==> src/rtl/core/mts_pkg.sv <==
// ----------------------------------------------------------------------------
// mts_pkg
// shared constants, types and float compare helpers for top-k expert select
// ----------------------------------------------------------------------------
package mts_pkg;

  localparam int unsigned MaxExperts = 64;
  localparam int unsigned MaxPicks   = 8;
  localparam int unsigned IdxW       = 6;
  localparam int unsigned CntW       = 7;
  localparam int unsigned KW         = 4;
  localparam int unsigned PickW      = $clog2(MaxPicks);
  localparam int unsigned PCntW      = $clog2(MaxPicks + 1);
  localparam int unsigned AddrW      = 3;

  localparam logic [31:0] NegFloor   = 32'hF149F2CA;
  localparam logic [KW-1:0]   KReset   = KW'(6);
  localparam logic [CntW-1:0] CntReset = CntW'(64);

  localparam logic [AddrW-1:0] RegKUsed       = AddrW'(0);
  localparam logic [AddrW-1:0] RegExpertCount = AddrW'(4);

  typedef struct packed {
    logic [IdxW-1:0] expert_index;
    logic [31:0]     weight_bits;
    logic            last_pick;
  } result_t;

  typedef struct packed {
    logic [KW-1:0]   k_used;
    logic [CntW-1:0] token_len;
  } cfg_t;

  function automatic logic fnan(input logic [31:0] a);
    return (a[30:23] == 8'hFF) && (a[22:0] != 23'd0);
  endfunction

  // a >= b for non-nan floats, with +0 equal to -0
  function automatic logic fge(input logic [31:0] a, input logic [31:0] b);
    logic az, bz;
    az = (a[30:0] == 31'd0);
    bz = (b[30:0] == 31'd0);
    if (az && bz) return 1'b1;
    if (a[31] != b[31]) return b[31];
    if (!a[31]) return a[30:0] >= b[30:0];
    return a[30:0] <= b[30:0];
  endfunction

  // any nan compares false
  function automatic logic fgt(input logic [31:0] a, input logic [31:0] b);
    return !fnan(a) && !fnan(b) && !fge(b, a);
  endfunction

endpackage

==> src/rtl/core/mts_cfg_regs.sv <==
// ----------------------------------------------------------------------------
// mts_cfg_regs
// apb register file holding k_used and the token length
// ----------------------------------------------------------------------------
module mts_cfg_regs (
  input  logic                       clk_i,
  input  logic                       rst_ni,
  input  logic                       psel,
  input  logic                       penable,
  input  logic                       pwrite,
  input  logic [mts_pkg::AddrW-1:0]  paddr,
  input  logic [31:0]                pwdata,
  output logic [31:0]                prdata,
  output logic                       pready,
  output mts_pkg::cfg_t              cfg_o
);
  import mts_pkg::*;

  logic [KW-1:0]   k_q;
  logic [CntW-1:0] cnt_q;
  logic            wr;

  assign pready = 1'b1;
  assign wr     = psel && penable && pwrite;

  always_ff @(posedge clk_i or negedge rst_ni) begin
    if (!rst_ni) begin
      k_q   <= KReset;
      cnt_q <= CntReset;
    end else if (wr) begin
      unique case (paddr)
        RegKUsed:       k_q   <= pwdata[KW-1:0];
        RegExpertCount: cnt_q <= pwdata[CntW-1:0];
        default: ;
      endcase
    end
  end

  always_comb begin
    unique case (paddr)
      RegKUsed:       prdata = {{(32-KW){1'b0}}, k_q};
      RegExpertCount: prdata = {{(32-CntW){1'b0}}, cnt_q};
      default:        prdata = 32'd0;
    endcase
  end

  assign cfg_o.k_used    = k_q;
  assign cfg_o.token_len = cnt_q;
endmodule

==> config.mk <==
export PLATFORM = sky130hd
export DESIGN_NAME = mts_cfg_regs
export DESIGN_NICKNAME = d
export VERILOG_FILES = /design/src/rtl/core/mts_pkg.sv /design/src/rtl/core/mts_cfg_regs.sv
export SDC_FILE = /design/constraint.sdc
export NUM_CORES = 1
export LEC_CHECK = 0
export BUFFER_PORTS_ARGS = -buffer_cell sky130_fd_sc_hd__buf_2
export CAP_MARGIN = 20
export CELL_PAD_IN_SITES_DETAIL_PLACEMENT = 0
export CELL_PAD_IN_SITES_GLOBAL_PLACEMENT = 1
export CORE_MARGIN = 3
export CORE_UTILIZATION = 25
export DETAILED_ROUTE_END_ITERATION = 8
export PLACE_DENSITY_LB_ADDON = 0.1
export REMOVE_ABC_BUFFERS = 1
export SLEW_MARGIN = 5
export SYNTH_ARGS = -nofsm -noshare
export SYNTH_HDL_FRONTEND = slang
export SYNTH_SLANG_ARGS = --single-unit
==> constraint.sdc <==
create_clock -name clk_i -period 2.1 [get_ports clk_i]
set_input_delay 0.63 -clock clk_i [delete_from_list [all_inputs] [get_ports clk_i]]
set_output_delay 0.63 -clock clk_i [all_outputs]
set_load 0.005 [all_outputs]
==> results of run 1 <==
through the flow:
stage | hold WS [ps] | cell area, µm² | util | instances
final | 213 | 927 | 0.320 | 145
after global routing | 223 | 927 | 0.320 | 145
after CTS | 219 | 927 | 0.320 | 145
after detailed placement | 523 | 901 | 0.311 | 141
after global placement | 518 | 901 | 0.311 | 141
after floorplan | 334 | 673 | - | 65
flip-flops by register name, indices dropped and copies added (netlist names):
name,count
k_q,4
cnt_q,7
kinds of logic (layout without fill, tap and decap cells):
kind of cell / after synthesis / count (layout)
AND/OR/NAND/NOR: 13 / 13
multiplexers: 15 / 15
other: 2 / 26
flip-flops: 11 / 11
buffers and inverters: 28 / 38
power by group through the flow:
stage          Combinational, µW  Sequential [µW]  Clock (µW)
3_5_place_dp                 173              296           0
6_report                     170              292         153
2_1_floorplan               84.5              296           0
3_3_place_gp                 172              295           0
5_1_grt                      189              300         170
4_1_cts                      173              293         163
final timing paths:
kind / slack (ps) / depth (start not counted) / startpoint / endpoint
worst max-delay path: 190 / 4 / paddr[1] / prdata[2]
worst min-delay path: 210 / 1 / rst_ni / cnt_q[5]
worst min register to register: 540 / 1 / k_q[0] / k_q[0]
min in group clk_i: 540 / 1 / k_q[0] / k_q[0]
max in group asynchronous: 1620 / 1 / rst_ni / k_q[1]
worst max register to register: 1320 / 1 / cnt_q[1] / cnt_q[1]
cell usage in the layout, fill, tap and decap left out:
cell type,synthesis,final
buf_2,0,32
nor2_8,1,1
dfstp_2,3,3
clkbuf_4,0,3
nor2b_2,1,1
nand4_2,1,1
mux2_2,4,4
and3_1,3,3
dfrtp_1,8,8
or2_1,1,1
clkbuf_1,0,1
conb_1,2,26
nand4_4,1,1
buf_4,26,2
mux2i_1,4,4
mux2_4,7,7
nor2_1,5,5
layout make-up:
| type | instances | area [µm²] |
|---|---|---|
| timing repair buffer | 34 | 175 |
| tap | 42 | 52.6 |
| fill | 315 | 1970 |
| sequential | 11 | 279 |
| clock buffer | 4 | 26.3 |
| multi-input combinational | 54 | 394 |
metal layers:
metal | up-vias | wire length, µm
met2 | 38 | 709
met4 | 0 | 12
met3 | 2 | 190
li1 | 244 | -
met5 | - | 0
met1 | 243 | 680
critical path, stage by stage:
cell,delay (ps)
buf_2,100
or2_1,300
nor2_1,130
buf_2,120
==> out/metrics.yaml, run 1 <==
switching_share: 0.295
async_flop_share: 1.00
synth_compound_area_frac: 0
p_per_area_nw_per_um2: 665
met2_usage: 0.126
grt-ovfl-total: 0
die_w_um: 62.6
worstHoldPathType: "primary input to asynchronous set/reset pin"
drt_pass1_iterations: 3
synth_area_um2: 801
cts_setup_buffers: 0
power.internal_uw: 434
grt_max_degree: 12
row_count: 19
wirelength_mm: 1.59
antenna_found_initial: 0
ir_worst_vdd_v: 0.000255
port_buffers: 32
p_sw_uw: 182
crit_fanout: 5
period_minus_slack_ps: 1910
synth.most_common_cell: "buf_4"
final.period_utilization: 0.909
synth_top_family_by_area: "buffers and inverters"
root_buffer: "clkbuf_4"
routedWlPerCell_um: 11.0
die_h_um: 62.6
finalPower_uw: 616
p_leak_uw: 0.000543
critPathLaunchType: "primary input"
synth_xor_area_frac: 0
syn2layout_area_growth_pct: 15.8
htree_levels: 1
use_met1: 0.103
cap_violations: 0
synth_edf_count: 0
avgSynthCellArea_um2: 11.6
hold_viol_final: 0
postRouteAntennaNets: 0
coreArea_um2: 2900
fmax_ghz: 0.524
place_ws_ps: 190
cp.required_ps: 1470
drive_gt1_frac: 0.534
cp-end-kind: "output port"
synth_area_leaders: "dfrtp_1, buf_4, mux2_4"
path_class: "primary input to output port"
tns_ps: 0
pwr-share-clk: 0.249
grt-busiest-layer: "met2"
drv_slew: 0
nNetsFinal: 144
synth_simple_gate_area_frac: 0.133
hold_buffers: 0
setup_viol: 0
grt_pass1_wl_mm: 2.53
skew_ps: 0
grt_usage: 0.0836
die_area_um2: 3920
p_comb_frac: 0.276
grt_pass1_vias: 498
worst_slack_ps: 191
cts_made_buffers: 3
cts_buffer_depth: 2
tritoncts: "built"
synth-seq-cells: 11
routabilityCongestion: 0.593
dr.first_iter.drc_count: 8
clkSlewWorstSetupHoldPaths_ps: 80
cp.arrival_ps: 1280
yosysSeqAreaShare: 0.348
yosys.area.top_type_share: 0.250
detail_route.drc_violations: 0
synth_cell_type_count: 15
status: "finished clean"
diodes: 0
seq_power_share: 0.474
viasPerCell: 3.63
synthCells: 69
ys_top_cells_by_count: "buf_4, dfrtp_1, mux2_4, nor2_1"
cts_sinks: 11
start_util: 0.276
synth_fa_ha_area_frac: 0
pin_count: 84
use_met3: 0.0432
ctsResizeCount: 0
rsz0062_at_grt: "no"
synth_ff_type: "dfrtp_1"
synthMuxAreaShare: 0.238
vias: 527
clk-insertion-delay-late_ps: 270
yosysTopAreaCell: "dfrtp_1"
synth_warnings: 0
No activity file was read; power rests on OpenSTA's default activity.
==> inputs of run 2 (changes only) <==
--- a/config.mk
+++ b/config.mk
@@ -5,12 +5,13 @@
 export SDC_FILE = /design/constraint.sdc
 export NUM_CORES = 1
 export LEC_CHECK = 0
+export ABC_AREA = 1
 export BUFFER_PORTS_ARGS = -buffer_cell sky130_fd_sc_hd__buf_2
 export CAP_MARGIN = 20
 export CELL_PAD_IN_SITES_DETAIL_PLACEMENT = 0
 export CELL_PAD_IN_SITES_GLOBAL_PLACEMENT = 1
 export CORE_MARGIN = 3
-export CORE_UTILIZATION = 25
+export CORE_UTILIZATION = 24
 export DETAILED_ROUTE_END_ITERATION = 8
 export PLACE_DENSITY_LB_ADDON = 0.1
 export REMOVE_ABC_BUFFERS = 1
==> out/metrics.yaml, run 2 <==
row_count: 20  # +1
synth_area_leaders: "buf_4, dfrtp_1, o21bai_1"
cts_sinks: 11  # unchanged
ctsResizeCount: 0  # unchanged
cpPeakStageDelay_ps: 130  # -170 ps
cp.required_ps: 1470  # about the same
synth_warnings: 0  # unchanged
slowest_stage: "nor2_2"
cap_violations: 0  # unchanged
p_leak_uw: 0.000553  # +1.7%
setup_viol: 0  # unchanged
path_class: "primary input to output port"
tritoncts: "built"
top_regs: "cnt_q: 7 flops, k_q: 4 flops"
dr.first_iter.drc_count: 13  # +5
worst_slack_ps: 120  # -71.0 ps
p_per_area_nw_per_um2: 669  # +0.71%
cp-end-kind: "output port"
yosysSeqAreaShare: 0.334  # -0.0141
drt_pass1_iterations: 4  # +1
ys_top_cells_by_count: "buf_4, nand2_1, inv_1, nand3_1, o21bai_1"
yosys.area.top_type_share: 0.243  # -0.00712
fmax_ghz: 0.505  # -3.6%
synth_ff_type: "dfrtp_1"
coreArea_um2: 3180  # +9.6%
grt-ovfl-total: 0  # unchanged
drive_gt1_frac: 0.350  # -0.184
multi_input_area_um2: 373  # -5.4%
die_h_um: 65.0  # +3.8%
status: "finished clean"
drv_slew: 0  # unchanged
place_ws_ps: 60.3  # -129 ps
final_common_cell: "buf_2"
antenna_found_initial: 0  # unchanged
crit_fanout: 8  # +3
synth_area_um2: 835  # +4.2%
synthCells: 108  # +57%
largest_register_ffs: 7  # unchanged
die_area_um2: 4220  # +7.7%
whs_ps: 228  # +15.3 ps
vias: 695  # +32%
root_buffer: "clkbuf_4"
clkSlewWorstSetupHoldPaths_ps: 70  # about the same
synth_edf_count: 0  # unchanged
pin_count: 84  # unchanged
ir_worst_vdd_v: 0.000360  # +41%
grt_pass1_vias: 641  # +29%
worstHoldPathType: "primary input to asynchronous set/reset pin"
skew_ps: 0  # unchanged
grt_usage: 0.100  # +0.0164
rsz0062_at_grt: "no"
postRouteAntennaNets: 0  # unchanged
period_minus_slack_ps: 1980  # +71.0 ps
diodes: 0  # unchanged
detail_route.drc_violations: 0  # unchanged
fillers: 360  # +14%
stdcell_count: 187  # +29%
largest-register: "cnt_q"
synth-seq-cells: 11  # unchanged
die_w_um: 65.0  # +3.8%
final_cell_mix: "buf_2, conb_1, nand2_1"
synth_cell_type_count: 18  # +3
port_buffers: 32  # unchanged
routabilityCongestion: 0.631  # +6.4%
nNetsFinal: 184  # +28%
fin_util: 0.308  # -0.0114
dp_hpwl_mm: 1.53
routedWlPerCell_um: 10.7  # -2.9%
seq_area_um2: 279  # unchanged
viasPerCell: 3.72  # +2.3%
cp_cell_sequence: "buf_2, nor2_2, buf_4, nand2_2, nor2_1, buf_2"
final.period_utilization: 0.943  # +0.0338
clk-insertion-delay-late_ps: 260  # about the same
cts_made_buffers: 3  # unchanged
crit_top_cell: "buf_2"
async_flop_share: 1.00  # unchanged
tns_ps: 0  # unchanged
htree_levels: 1  # unchanged
cp.arrival_ps: 1350  # +70 ps
critPathLaunchType: "primary input"
grt_pass1_wl_mm: 3.17  # +25%
start_util: 0.263  # -0.0135
wirelength_mm: 1.99  # +25%
hold_viol_final: 0  # unchanged
dp_cells: 183  # +30%
syn2layout_area_growth_pct: 17.4
hold_buffers: 0  # unchanged
avgSynthCellArea_um2: 7.73  # -33%
cts_buffer_depth: 2  # unchanged
synth.most_common_cell: "buf_4"
grt_max_degree: 12  # unchanged
yosysTopAreaCell: "buf_4"
cts_setup_buffers: 0  # unchanged
==> run 2: cells by family (layout without fill, tap and decap cells) <==
group / count (synthesis) / count (layout) / share of synthesized area
other: 2 / 26 / 0.00900
buffers and inverters: 44 / 55 / 0.330
AOI/OAI and AO/OA: 15 / 15 / 0.123
and+or+nand+nor: 36 / 36 / 0.204
DFF: 11 / 11 / 0.334
==> run 2: worst paths after layout <==
| kind | cells after the start | slack, ps | start | end |
|---|---|---|---|---|
| worst max register to register | 3 | 1280 | cnt_q[6] | cnt_q[6] |
| max in group asynchronous | 1 | 1600 | rst_ni | cnt_q[6] |
| worst min register to register | 3 | 560 | k_q[1] | k_q[1] |
| min in group clk_i | 3 | 560 | k_q[1] | k_q[1] |
| worst max-delay path | 6 | 120 | paddr[1] | prdata[6] |
| worst min-delay path | 1 | 230 | rst_ni | k_q[0] |
==> run 2: per-stage QoR <==
| stage | instance area, µm² | total power (µW) |
|---|---|---|
| 2_1_floorplan | 706 | 414 |
| 3_3_place_gp | 951 | 515 |
| 3_5_place_dp | 951 | 519 |
| 4_1_cts | 977 | 670 |
| 5_1_grt | 980 | 727 |
| 6_report | 980 | 656 |
==> run 2: cell type report <==
class,instances,share of cell area
Sequential cell,11,0.285
Timing Repair Buffer,36,0.194
Clock buffer,4,0.0268
Tap cell,44,0.0562
Multi-Input combinational cell,77,0.381
Inverter,15,0.0575
==> run 2: routing by layer <==
layer	wire [µm]	global-route usage	share of wire
met1	845	0.124	0.42
met2	888	0.166	0.45
met3	260	0.0381	0.13
met4	0	0.0158	0
met5	0	0	0
==> run 2: worst max-delay path, delay by kind of cell <==
family,cells,cell delay [ps]
buf+inv,3,350
simple gates,3,360
==> run 2: power breakdown <==
| part | internal, µW | switching [µW] |
|---|---|---|
| logic | 100 | 112 |
| registers | 272 | 28.5 |
| clock network | 73.4 | 70.2 |
| total | 445 | 211 |
