`src/rtl/core/mts_pkg.sv`:
```
// ----------------------------------------------------------------------------
// mts_pkg
// shared constants, types and float compare helpers for top-k expert select
// ----------------------------------------------------------------------------
package mts_pkg;

  localparam int unsigned MaxExperts = 64;
  localparam int unsigned MaxPicks   = 8;
  localparam int unsigned IdxW       = 6;
  localparam int unsigned CntW       = 7;
  localparam int unsigned KW         = 4;
  localparam int unsigned PickW      = $clog2(MaxPicks);
  localparam int unsigned PCntW      = $clog2(MaxPicks + 1);
  localparam int unsigned AddrW      = 3;

  localparam logic [31:0] NegFloor   = 32'hF149F2CA;
  localparam logic [KW-1:0]   KReset   = KW'(6);
  localparam logic [CntW-1:0] CntReset = CntW'(64);

  localparam logic [AddrW-1:0] RegKUsed       = AddrW'(0);
  localparam logic [AddrW-1:0] RegExpertCount = AddrW'(4);

  typedef struct packed {
    logic [IdxW-1:0] expert_index;
    logic [31:0]     weight_bits;
    logic            last_pick;
  } result_t;

  typedef struct packed {
    logic [KW-1:0]   k_used;
    logic [CntW-1:0] token_len;
  } cfg_t;

  function automatic logic fnan(input logic [31:0] a);
    return (a[30:23] == 8'hFF) && (a[22:0] != 23'd0);
  endfunction

  // a >= b for non-nan floats, with +0 equal to -0
  function automatic logic fge(input logic [31:0] a, input logic [31:0] b);
    logic az, bz;
    az = (a[30:0] == 31'd0);
    bz = (b[30:0] == 31'd0);
    if (az && bz) return 1'b1;
    if (a[31] != b[31]) return b[31];
    if (!a[31]) return a[30:0] >= b[30:0];
    return a[30:0] <= b[30:0];
  endfunction

  // any nan compares false
  function automatic logic fgt(input logic [31:0] a, input logic [31:0] b);
    return !fnan(a) && !fnan(b) && !fge(b, a);
  endfunction

endpackage

```
`src/rtl/core/mts_topk_list.sv`:
```
// ----------------------------------------------------------------------------
// mts_topk_list
// sorted insertion list; one score per cycle unless a waiting snapshot stalls it, snapshot handed off at token end
// ----------------------------------------------------------------------------
module mts_topk_list (
  input  logic                      clk_i,
  input  logic                      rst_ni,
  input  logic                      in_valid_i,
  output logic                      in_ready_o,
  input  logic [31:0]               score_i,
  input  mts_pkg::cfg_t             cfg_i,
  output logic                      snap_valid_o,
  input  logic                      snap_take_i,
  output logic [mts_pkg::IdxW-1:0]  snap_idx_o   [mts_pkg::MaxPicks],
  output logic [31:0]               snap_score_o [mts_pkg::MaxPicks],
  output logic [mts_pkg::PCntW-1:0] snap_k_o
);
  import mts_pkg::*;

  logic [IdxW-1:0]  idx_q   [MaxPicks];
  logic [31:0]      score_q [MaxPicks];
  logic [IdxW-1:0]  idx_d   [MaxPicks];
  logic [31:0]      score_d [MaxPicks];
  logic [CntW-1:0]  seen_q;
  logic [CntW-1:0]  count;
  logic [PCntW-1:0] k_eff;
  logic             snap_q;
  logic [IdxW-1:0]  sidx_q   [MaxPicks];
  logic [31:0]      sscore_q [MaxPicks];
  logic [PCntW-1:0] sk_q;
  logic [MaxPicks-1:0] keep;
  logic             take, ins, done;

  always_comb begin
    count = cfg_i.token_len;
    if (count == '0) count = CntW'(1);
    if (count > CntW'(MaxExperts)) count = CntW'(MaxExperts);
    k_eff = PCntW'(cfg_i.k_used);
    if (cfg_i.k_used == '0) k_eff = PCntW'(1);
    if (cfg_i.k_used > KW'(MaxPicks)) k_eff = PCntW'(MaxPicks);
  end

  // a held snapshot blocks only when the token ends now and it is still not taken
  assign in_ready_o = !snap_q || snap_take_i || !done;
  assign take = in_valid_i && in_ready_o;
  assign ins  = fgt(score_i, NegFloor);
  assign done = (seen_q + CntW'(1)) >= count;

  always_comb begin
    for (int j = 0; j < MaxPicks; j++) begin
      keep[j] = fge(score_q[j], score_i) || !ins;
    end
    for (int j = 0; j < MaxPicks; j++) begin
      if (keep[j]) begin
        idx_d[j] = idx_q[j];
        score_d[j] = score_q[j];
      end else if (j == 0 || keep[(j == 0) ? 0 : j-1]) begin
        idx_d[j] = seen_q[IdxW-1:0];
        score_d[j] = score_i;
      end else begin
        idx_d[j] = idx_q[(j == 0) ? 0 : j-1];
        score_d[j] = score_q[(j == 0) ? 0 : j-1];
      end
    end
  end

  always_ff @(posedge clk_i or negedge rst_ni) begin
    if (!rst_ni) begin
      seen_q <= '0;
      snap_q <= 1'b0;
      for (int j = 0; j < MaxPicks; j++) begin
        idx_q[j] <= '0;
        score_q[j] <= NegFloor;
      end
    end else begin
      if (take && done) begin
        snap_q <= 1'b1;
      end else if (snap_take_i) begin
        snap_q <= 1'b0;
      end
      if (take) begin
        if (done) begin
          seen_q <= '0;
          for (int j = 0; j < MaxPicks; j++) begin
            idx_q[j] <= '0;
            score_q[j] <= NegFloor;
          end
        end else begin
          seen_q <= seen_q + CntW'(1);
          idx_q <= idx_d;
          score_q <= score_d;
        end
      end
    end
  end

  always_ff @(posedge clk_i) begin
    if (take && done) begin
      sidx_q <= idx_d;
      sscore_q <= score_d;
      sk_q <= k_eff;
    end
  end

  assign snap_valid_o = snap_q;
  assign snap_idx_o   = sidx_q;
  assign snap_score_o = sscore_q;
  assign snap_k_o     = sk_q;
endmodule

```
`config.mk`:
```
export PLATFORM = sky130hd
export DESIGN_NAME = mts_topk_list
export DESIGN_NICKNAME = d
export VERILOG_FILES = /design/src/rtl/core/mts_pkg.sv /design/src/rtl/core/mts_topk_list.sv
export SDC_FILE = /design/constraint.sdc
export NUM_CORES = 1
export LEC_CHECK = 0
export BUFFER_PORTS_ARGS = -buffer_cell sky130_fd_sc_hd__buf_2
export CAP_MARGIN = 0
export CORE_MARGIN = 2
export CORE_UTILIZATION = 58
export DETAILED_ROUTE_END_ITERATION = 8
export PLACE_DENSITY = 0.79
export SYNTH_ARGS = -nofsm -noshare
export SYNTH_HDL_FRONTEND = slang
export SYNTH_SLANG_ARGS = --single-unit
export TNS_END_PERCENT = 30
```
`constraint.sdc`:
```
create_clock -name clk_i -period 22 [get_ports clk_i]
set_input_delay 4.4 -clock clk_i [delete_from_list [all_inputs] [get_ports clk_i]]
set_output_delay 4.4 -clock clk_i [all_outputs]
set_load 0.02 [all_outputs]
```
==> results of run 1 <==
==> critical path, delay by kind of cell <==
family	cells	cell delay [ns]
fa+ha+maj	1	0.23
buf+inv	2	0.28
simple gates	4	0.57
compound gates	5	0.93
==> worst paths after layout <==
path,slack (ns),endpoint,from
min in group asynchronous,3.81,idx_q[40],rst_ni
min,0.52,idx_q[7],idx_q[7]
max in group asynchronous,16.73,score_q[43],rst_ni
max reg2reg,15.32,snap_score_o[74],seen_q[5]
min reg2reg,0.52,idx_q[7],idx_q[7]
max,11.19,in_ready_o,cfg_i[1]
==> cell type report <==
cell class	instances	area share, %
Multi-Input combinational cell	2173	41.0
Clock buffer	88	4.91
Timing Repair Buffer	390	5.37
Clock inverter	33	0.902
Antenna cell	2	0.0130
Inverter	63	0.613
Sequential cell	620	44.7
Tap cell	765	2.48
==> registers in the layout, indices dropped and copies added, names as in the netlist <==
| signal | flops |
|---|---|
| score_q | 256 |
| snap_k_o | 4 |
| idx_q | 48 |
| seen_q | 7 |
| snap_valid_o | 1 |
| snap_score_o | 256 |
| snap_idx_o | 48 |
==> routing by layer <==
layer / track usage (%) / part of all wire (%) / routed length (um)
met1: 49.5 / 39 / 44300
met5: 0 / 0.031 / 36
met4: 21.8 / 6.4 / 7280
met2: 56.2 / 45 / 51200
met3: 7.66 / 10 / 11800
==> placed cells by master, fill, tap and decap left out, types with 7 or more instances in the layout <==
master	n
mux2_2	30
edfxtp_1	308
and2_1	18
o221ai_1	14
nor2_1	123
clkbuf_16	71
a2bb2oi_1	114
a221o_1	7
a22o_1	43
a21oi_1	209
nand2_1	317
o31ai_1	21
o22ai_1	8
a21o_1	15
nor2b_1	7
nor3_1	30
dfstp_2	136
nand3_1	55
a221oi_1	15
o221a_2	16
o21ai_0	243
o2bb2ai_1	101
inv_1	61
nand4_1	62
clkbuf_1	11
buf_4	32
a211oi_1	51
o21a_1	10
mux2i_1	209
ha_1	256
a2bb2oi_2	9
clkinv_2	11
dfrtp_1	176
nand3b_1	7
nor4_1	73
buf_2	355
==> kinds of logic after synthesis <==
| logic type | share of synthesized area [%] |
|---|---|
| buffers and inverters | 3.62 |
| multiplexers | 7.38 |
| flip-flops | 50.5 |
| AND/OR/NAND/NOR | 10.1 |
| adder cells (fa/ha/maj) | 9.38 |
| XOR/XNOR | 0.128 |
| AO/OA/AOI/OAI | 18.9 |
==> metrics by stage <==
step | power, W | worst slack, ns | hold slack (ns) | utilization (%) | instance area, um^2
6_report | 0.00612 | 11.19 | 0.521 | 66.6 | 38500
5_1_grt | 0.00639 | 11.02 | 0.534 | 66.6 | 38500
4_1_cts | 0.00605 | 11.20 | 0.523 | 66.6 | 38500
3_5_place_dp | 0.00488 | 11.22 | 0.502 | 62.7 | 36300
2_1_floorplan | 0.00402 | 1.39 | 0.477 | - | 34100
3_3_place_gp | 0.00478 | 11.19 | 0.498 | 62.7 | 36300
==> where the power goes <==
group | switching, W | internal (W) | total [W]
Clock | 0.000480 | 0.000681 | 0.00116
Sequential | 0.000454 | 0.00186 | 0.00232
Combinational | 0.00171 | 0.000930 | 0.00264
==> metrics.txt, run 1 <==
RSZ-0062 raised after global routing=no; Core Area=57,900 um^2; Worst-Skew Late Latency=0.61 ns; footprint of the multi-input gates=15,800 um^2; DRC Markers=0; # IOs=357; Yosys reg bits=620; Pleak=16.1 nW; starting density of the core=59.0%; htree depth=3; Detailed Route WL=115,000 um; synth unique cells=84; CP Capture Type=output port; WL/cell=27.7 um; Reg clk slew, reported paths=~0.060 ns; gp weighted congestion=0.987; Mapped Nets=around 3,400; CP Max Fanout=3; Critical Path Start Type=input port; fmax=0.0925 GHz; Final Setup Violations=0; Rows=88; syn_area_per_cell=11.1 um^2; vias per inst=around 6.9; CTS Sinks=620; top-area cell type share of the netlist area=27.1%; post_cts resized=0; P&R area growth vs syn=12.9%; routed via count=28,660; Root Driver=clkbuf_16; slowest stage delay, CP=0.27 ns; first-pass GRT wire length=169,000 um; setup TNS=0 ns; required time worst endpoint=17.60 ns; Yosys top cell by area=edfxtp_1; Final Skew=0.0189 ns; Sequential Area=between 15,000 and 20,000 um^2; Max IR drop VDD=between 80 and 90 uV; Synth area leaders=edfxtp_1 (27%), dfrtp_1 (13%), dfstp_2 (10%); final hold vios=0; Post-CTS Hold Buffers=0; die footprint=60,800 um^2; worst-margin pin slew=1.32 ns; Crit Path Category=input port to output port; number of enable flip-flop cells after synthesis=308; postcts setup bufs=0; cell with the most instances after synthesis=nand2_1; final std cells w/o fill=4,134; Top FF cell, synth=edfxtp_1; crit path cell chain=buf_2, nor3_1, a21oi_1, nor2_1, ha_1, nand2b_1, a21o_1, a21o_1, a21oi_1, o21ai_0, nand2_1, buf_2; post-synthesis cell count=around 3,000; 1st-pass router iterations=7; fraction of layout cells with a size suffix above 1=21.9%; die height=between 200 and 250 um; Worst Reg-to-Reg Cells=11; outcome=completed; PD cells=159 nW/um^2; crit path time final=~11 ns; vias in the first global route=27,570; total CTS buffers=between 60 and 70; relative slew slack=between 10% and 20%; Max-Cap Viols=0; WP data arrival=6.41 ns; post-synthesis sequential area ratio=slightly above 50%; # fillers=4,431; final worst-path cycle share=roughly half; gr ovfl total=0; synth cell count leaders=nand2_1 (319), edfxtp_1 (308), ha_1 (256); fin nets=between 3,000 and 4,000; Cell Area, Synth=34,100 um^2; Hold Crit Class=flip-flop to flip-flop; Die W=247 um; GR Util All Layers=between 30 and 40%; DP HPWL=81,400 um; warnings from Yosys=0; post-route ant nets=0; pin count of the biggest net entering global routing=191; initial antenna violation count=5; DR iter-0 viols=3,520; Max Root-Sink Buffers=3; FFs w/ async S/R, synth=50.3%; CTS tree=yes; worst hold path cell count=1; Cells after DPL=around 4,000; CP max stage cell=a21oi_1; I/O Buffers=around 360; fin. max-slew vios=0
Power figures use the tool's default switching activity.
==> run 2, diff against run 1 <==
Settings changed: ABC_AREA set to 1, PLACE_DENSITY 0.79 to 0.78.
Clock period 22 ns to 9.95 ns, I/O delays scaled along.
==> run 2 against run 1 <==
  * Area after synthesis grew 8.3%
  * Clock-buffer cell count rose by 2
  * Synthesized cell count rose by 58%
  * Clock skew up 0.0050 ns
  * Core utilization is 0.88 points lower
  * Sequential share of layout area down 3.1 points
  * Combinational power grew to 2.9 times the previous value
  * Largest power group unchanged
==> metrics.txt, run 2 <==
Root Driver=clkbuf_16 (unchanged); post_cts resized=0 (unchanged); number of enable flip-flop cells after synthesis=308 (unchanged); P&R area growth vs syn=12.0% (was 12.9%); Max IR drop VDD=498 uV (was 85.2 uV); die height=257 um (was 247 um); PD cells=379 nW/um^2 (was 159 nW/um^2); Reg power frac=34.5% (was 37.9%); Post-CTS Hold Buffers=0 (unchanged); RSZ-0062 raised after global routing=no (unchanged); worst hold path cell count=2 (was 1); synth cell count leaders=nand2_1 (2,128), nor2_1 (653), edfxtp_1 (308) (was nand2_1 (319), edfxtp_1 (308), ha_1 (256)); starting density of the core=58.6% (was 59.0%); final core utilization=65.7% (was 66.6%); 1st-pass router iterations=7 (unchanged); footprint of the multi-input gates=17,500 um^2 (was 15,800 um^2); final std cells w/o fill=6,028 (was 4,134); setup slack, reg-to-reg=3.89 ns (was 15.32 ns); final worst-path cycle share=66.1%; Final Setup Violations=0 (unchanged); synth unique cells=34 (was 84); Crit Path Category=input port to flip-flop (was input port to output port); Detailed Route WL=130,000 um (was 115,000 um); final hold vios=0 (unchanged); Worst Hold Endpoint=idx_q[5] (was idx_q[7]); most frequent cells in the layout=nand2_1 (2,127), nor2_1 (652), buf_2 (355) (was buf_2 (355), nand2_1 (317), edfxtp_1 (308)); Core Area=63,100 um^2 (was 57,900 um^2); Largest delay share family, worst path=buffers and inverters (was compound AO/OA/AOI/OAI gates); relative slew slack=25.1% (was 11.9%); Pleak=20.9 nW (was 16.1 nW); FFs w/ async S/R, synth=50.3% (unchanged); first-pass GRT wire length=194,000 um (was 169,000 um); fin. max-slew vios=0 (unchanged); post-synthesis cell count=4,866 (was 3,073); Yosys top cell by area=edfxtp_1 (unchanged); Worst Reg-to-Reg Cells=15 (was 11); Max Root-Sink Buffers=3 (unchanged); CTS tree=yes (unchanged); Net Sw Power=0.00762 W (was 0.00265 W); CTS Sinks=620 (unchanged); Worst R2R Start=seen_q[5] (unchanged); syn_area_per_cell=7.60 um^2 (was 11.1 um^2); top-area cell type share of the netlist area=25.0% (was 27.1%); CP Capture Type=flip-flop (was output port); cell with the most instances after synthesis=nand2_1 (unchanged); outcome=completed (unchanged); initial antenna violation count=4 (was 5); DRC Markers=0 (unchanged); gp weighted congestion=0.981 (was 0.987); Cell Area, Synth=37,000 um^2 (was 34,100 um^2); WL/cell=21.5 um (was 27.7 um); Reg clk slew, reported paths=0.06 ns (about the same); warnings from Yosys=0 (unchanged); DP HPWL=88,100 um (was 81,400 um); Worst-Skew Late Latency=0.62 ns (was 0.61 ns); htree depth=3 (unchanged); Worst R2R End=snap_score_o[146] (was snap_score_o[74]); CP dominant cell by count=nand2_1; Critical Path Start Type=input port (unchanged); CP Max Fanout=83 (was 3); DR iter-0 viols=4,675 (was 3,520); CP max stage cell=inv_4 (was a21oi_1); crit path cell chain=buf_2, nor4_1, nand2_1, nand2_1, nand2_1, ha_1, a21oi_1, o21ai_0, a21oi_1, o21ai_0, buf_4, nand3_1, nand2_4, inv_4, nand2_1, inv_8, buf_4 (was buf_2, nor3_1, a21oi_1, nor2_1, ha_1, nand2b_1, a21o_1, a21o_1, a21oi_1, o21ai_0, nand2_1, buf_2); Die W=257 um (was 247 um); vias per inst=5.81 (was 6.93); post-synthesis sequential area ratio=46.6% (was 50.5%); # IOs=357 (unchanged); Sequential Area=17,200 um^2 (unchanged); Setup WS post-layout=3.38 ns (was 11.19 ns); setup TNS=0 ns (unchanged); fmax=0.152 GHz; post-route ant nets=0 (unchanged); routed via count=35,032 (was 28,660); crit path time final=6.57 ns; Max-Cap Viols=0 (unchanged); Final Skew=0.0239 ns (was 0.0189 ns); WP data arrival=6.81 ns (was 6.41 ns); Clock power frac=16.7% (was 18.9%); GR Util All Layers=39.0% (was 37.1%); Mapped Nets=5,169 (was 3,376); fraction of layout cells with a size suffix above 1=13.0% (was 21.9%); Hold Crit Class=flip-flop to flip-flop (unchanged); die footprint=65,800 um^2 (was 60,800 um^2); slowest stage delay, CP=0.78 ns (was 0.27 ns); Top FF cell, synth=edfxtp_1 (unchanged); I/O Buffers=356 (unchanged); required time worst endpoint=10.18 ns (was 17.60 ns); fin nets=5,429 (was 3,617); commonest non-fill, non-tap cell in the layout=nand2_1 (was buf_2); dpl ws=2.84 ns (was 11.22 ns); postcts setup bufs=0 (unchanged); Yosys reg bits=620 (unchanged); worst-margin pin slew=1.12 ns (was 1.32 ns); Rows=92 (was 88); # fillers=5,458 (was 4,431); Cells after DPL=5,903 (was 4,011); vias in the first global route=31,944 (was 27,570); total CTS buffers=67 (was 66); Gate power share=48.9% (was 43.2%); P_int=0.00810 W (was 0.00348 W); Hold Crit Start=idx_q[5] (was idx_q[7]); CP bufs+invs=5 (was 2); switch share=48.5% (was 43.2%); Synth area leaders=edfxtp_1 (25%), nand2_1 (22%), dfrtp_1 (12%) (was edfxtp_1 (27%), dfrtp_1 (13%), dfstp_2 (10%)); gr ovfl total=0 (unchanged); pin count of the biggest net entering global routing=183 (was 191)
==> run 2: cell types whose count changed after synthesis, sizes merged, moves of 36 or more <==
cell	previous run	this run
a211oi	52	0
a22o	43	0
a2bb2oi	123	0
inv	62	298
mux2	36	0
mux2i	209	0
nand2	319	2129
nand3	56	160
nor2	127	655
nor4	76	23
o21ai	245	72
o2bb2ai	101	0
==> run 2: how the worst max path moves through the flow <==
stage / from / to / slack (ns) / depth (start not counted)
6_report: cfg_i[2] / snap_score_o[146] / 3.38 / 17
5_1_grt: cfg_i[2] / snap_score_o[149] / 2.94 / 17
4_1_cts: cfg_i[2] / snap_score_o[146] / 3.48 / 17
3_5_place_dp: cfg_i[2] / snap_score_o[145] / 2.84 / 17
3_3_place_gp: cfg_i[2] / snap_score_o[145] / 2.87 / 17
2_1_floorplan: cfg_i[2] / snap_idx_o[0] / 1.62 / 15
==> run 2: per-stage QoR <==
stage | cell area [um^2] | total power (W) | hold WS (ns)
floorplan | 37000 | 0.0105 | 0.449
global placement | 39200 | 0.0127 | 0.461
detailed placement | 39200 | 0.0129 | 0.465
CTS | 41400 | 0.0155 | 0.482
global route | 41400 | 0.0167 | 0.502
finish | 41400 | 0.0157 | 0.480
==> run 2: worst register-to-register path, stage by stage, from the launching register on <==
cell,delay (ns)
dfrtp_1,0.45
inv_1,0.41
nor3_1,0.42
xor2_1,0.27
ha_1,0.30
a21oi_1,0.15
o21ai_0,0.10
a21oi_1,0.11
o21ai_0,0.25
buf_4,0.26
nand3_1,0.13
nand2_4,0.35
inv_4,0.80
nand2_1,0.33
inv_8,0.51
buf_4,0.77
==> run 2: power groups by stage <==
stage	clock network (W)	registers, W	logic [W]
floorplan	0	0.00555	0.00499
global placement	0	0.00538	0.00731
detailed placement	0	0.00538	0.00748
CTS	0.00263	0.00535	0.00753
global route	0.00273	0.00549	0.00853
finish	0.00262	0.00542	0.00768
==> run 2: cell families (layout without fill, tap and decap cells) <==
kind of cell    count (synthesis)  after routing  share of synthesized area [%]
flops                         620            620                           46.6
xor+xnor                        5              5                          0.118
fa+ha+maj                     256            256                           8.66
simple gates                 3132           3132                           33.8
buf+inv                       526            839                           6.28
compound gates                327            327                           4.58
other cells                     0              3                              0
==> run 2: cell type report <==
cell class	instances	share of cell area (%)
inverter	315	2.88
timing repair buffer	402	5.31
sequential	620	41.6
clock buffer	90	4.63
multi-input combinational	3720	42.2
clock inverter	32	0.846
tap	846	2.55
antenna	3	0.0181
==> run 2: routing by layer <==
layer / share of wire (%) / up-vias / GRT usage [%]
li1: - / 16112 / -
met1: 38 / 16213 / 53.0
met3: 12 / 425 / 8.59
met2: 43 / 2280 / 57.4
met4: 6.6 / 2 / 23.1
met5: 0.013 / - / 0
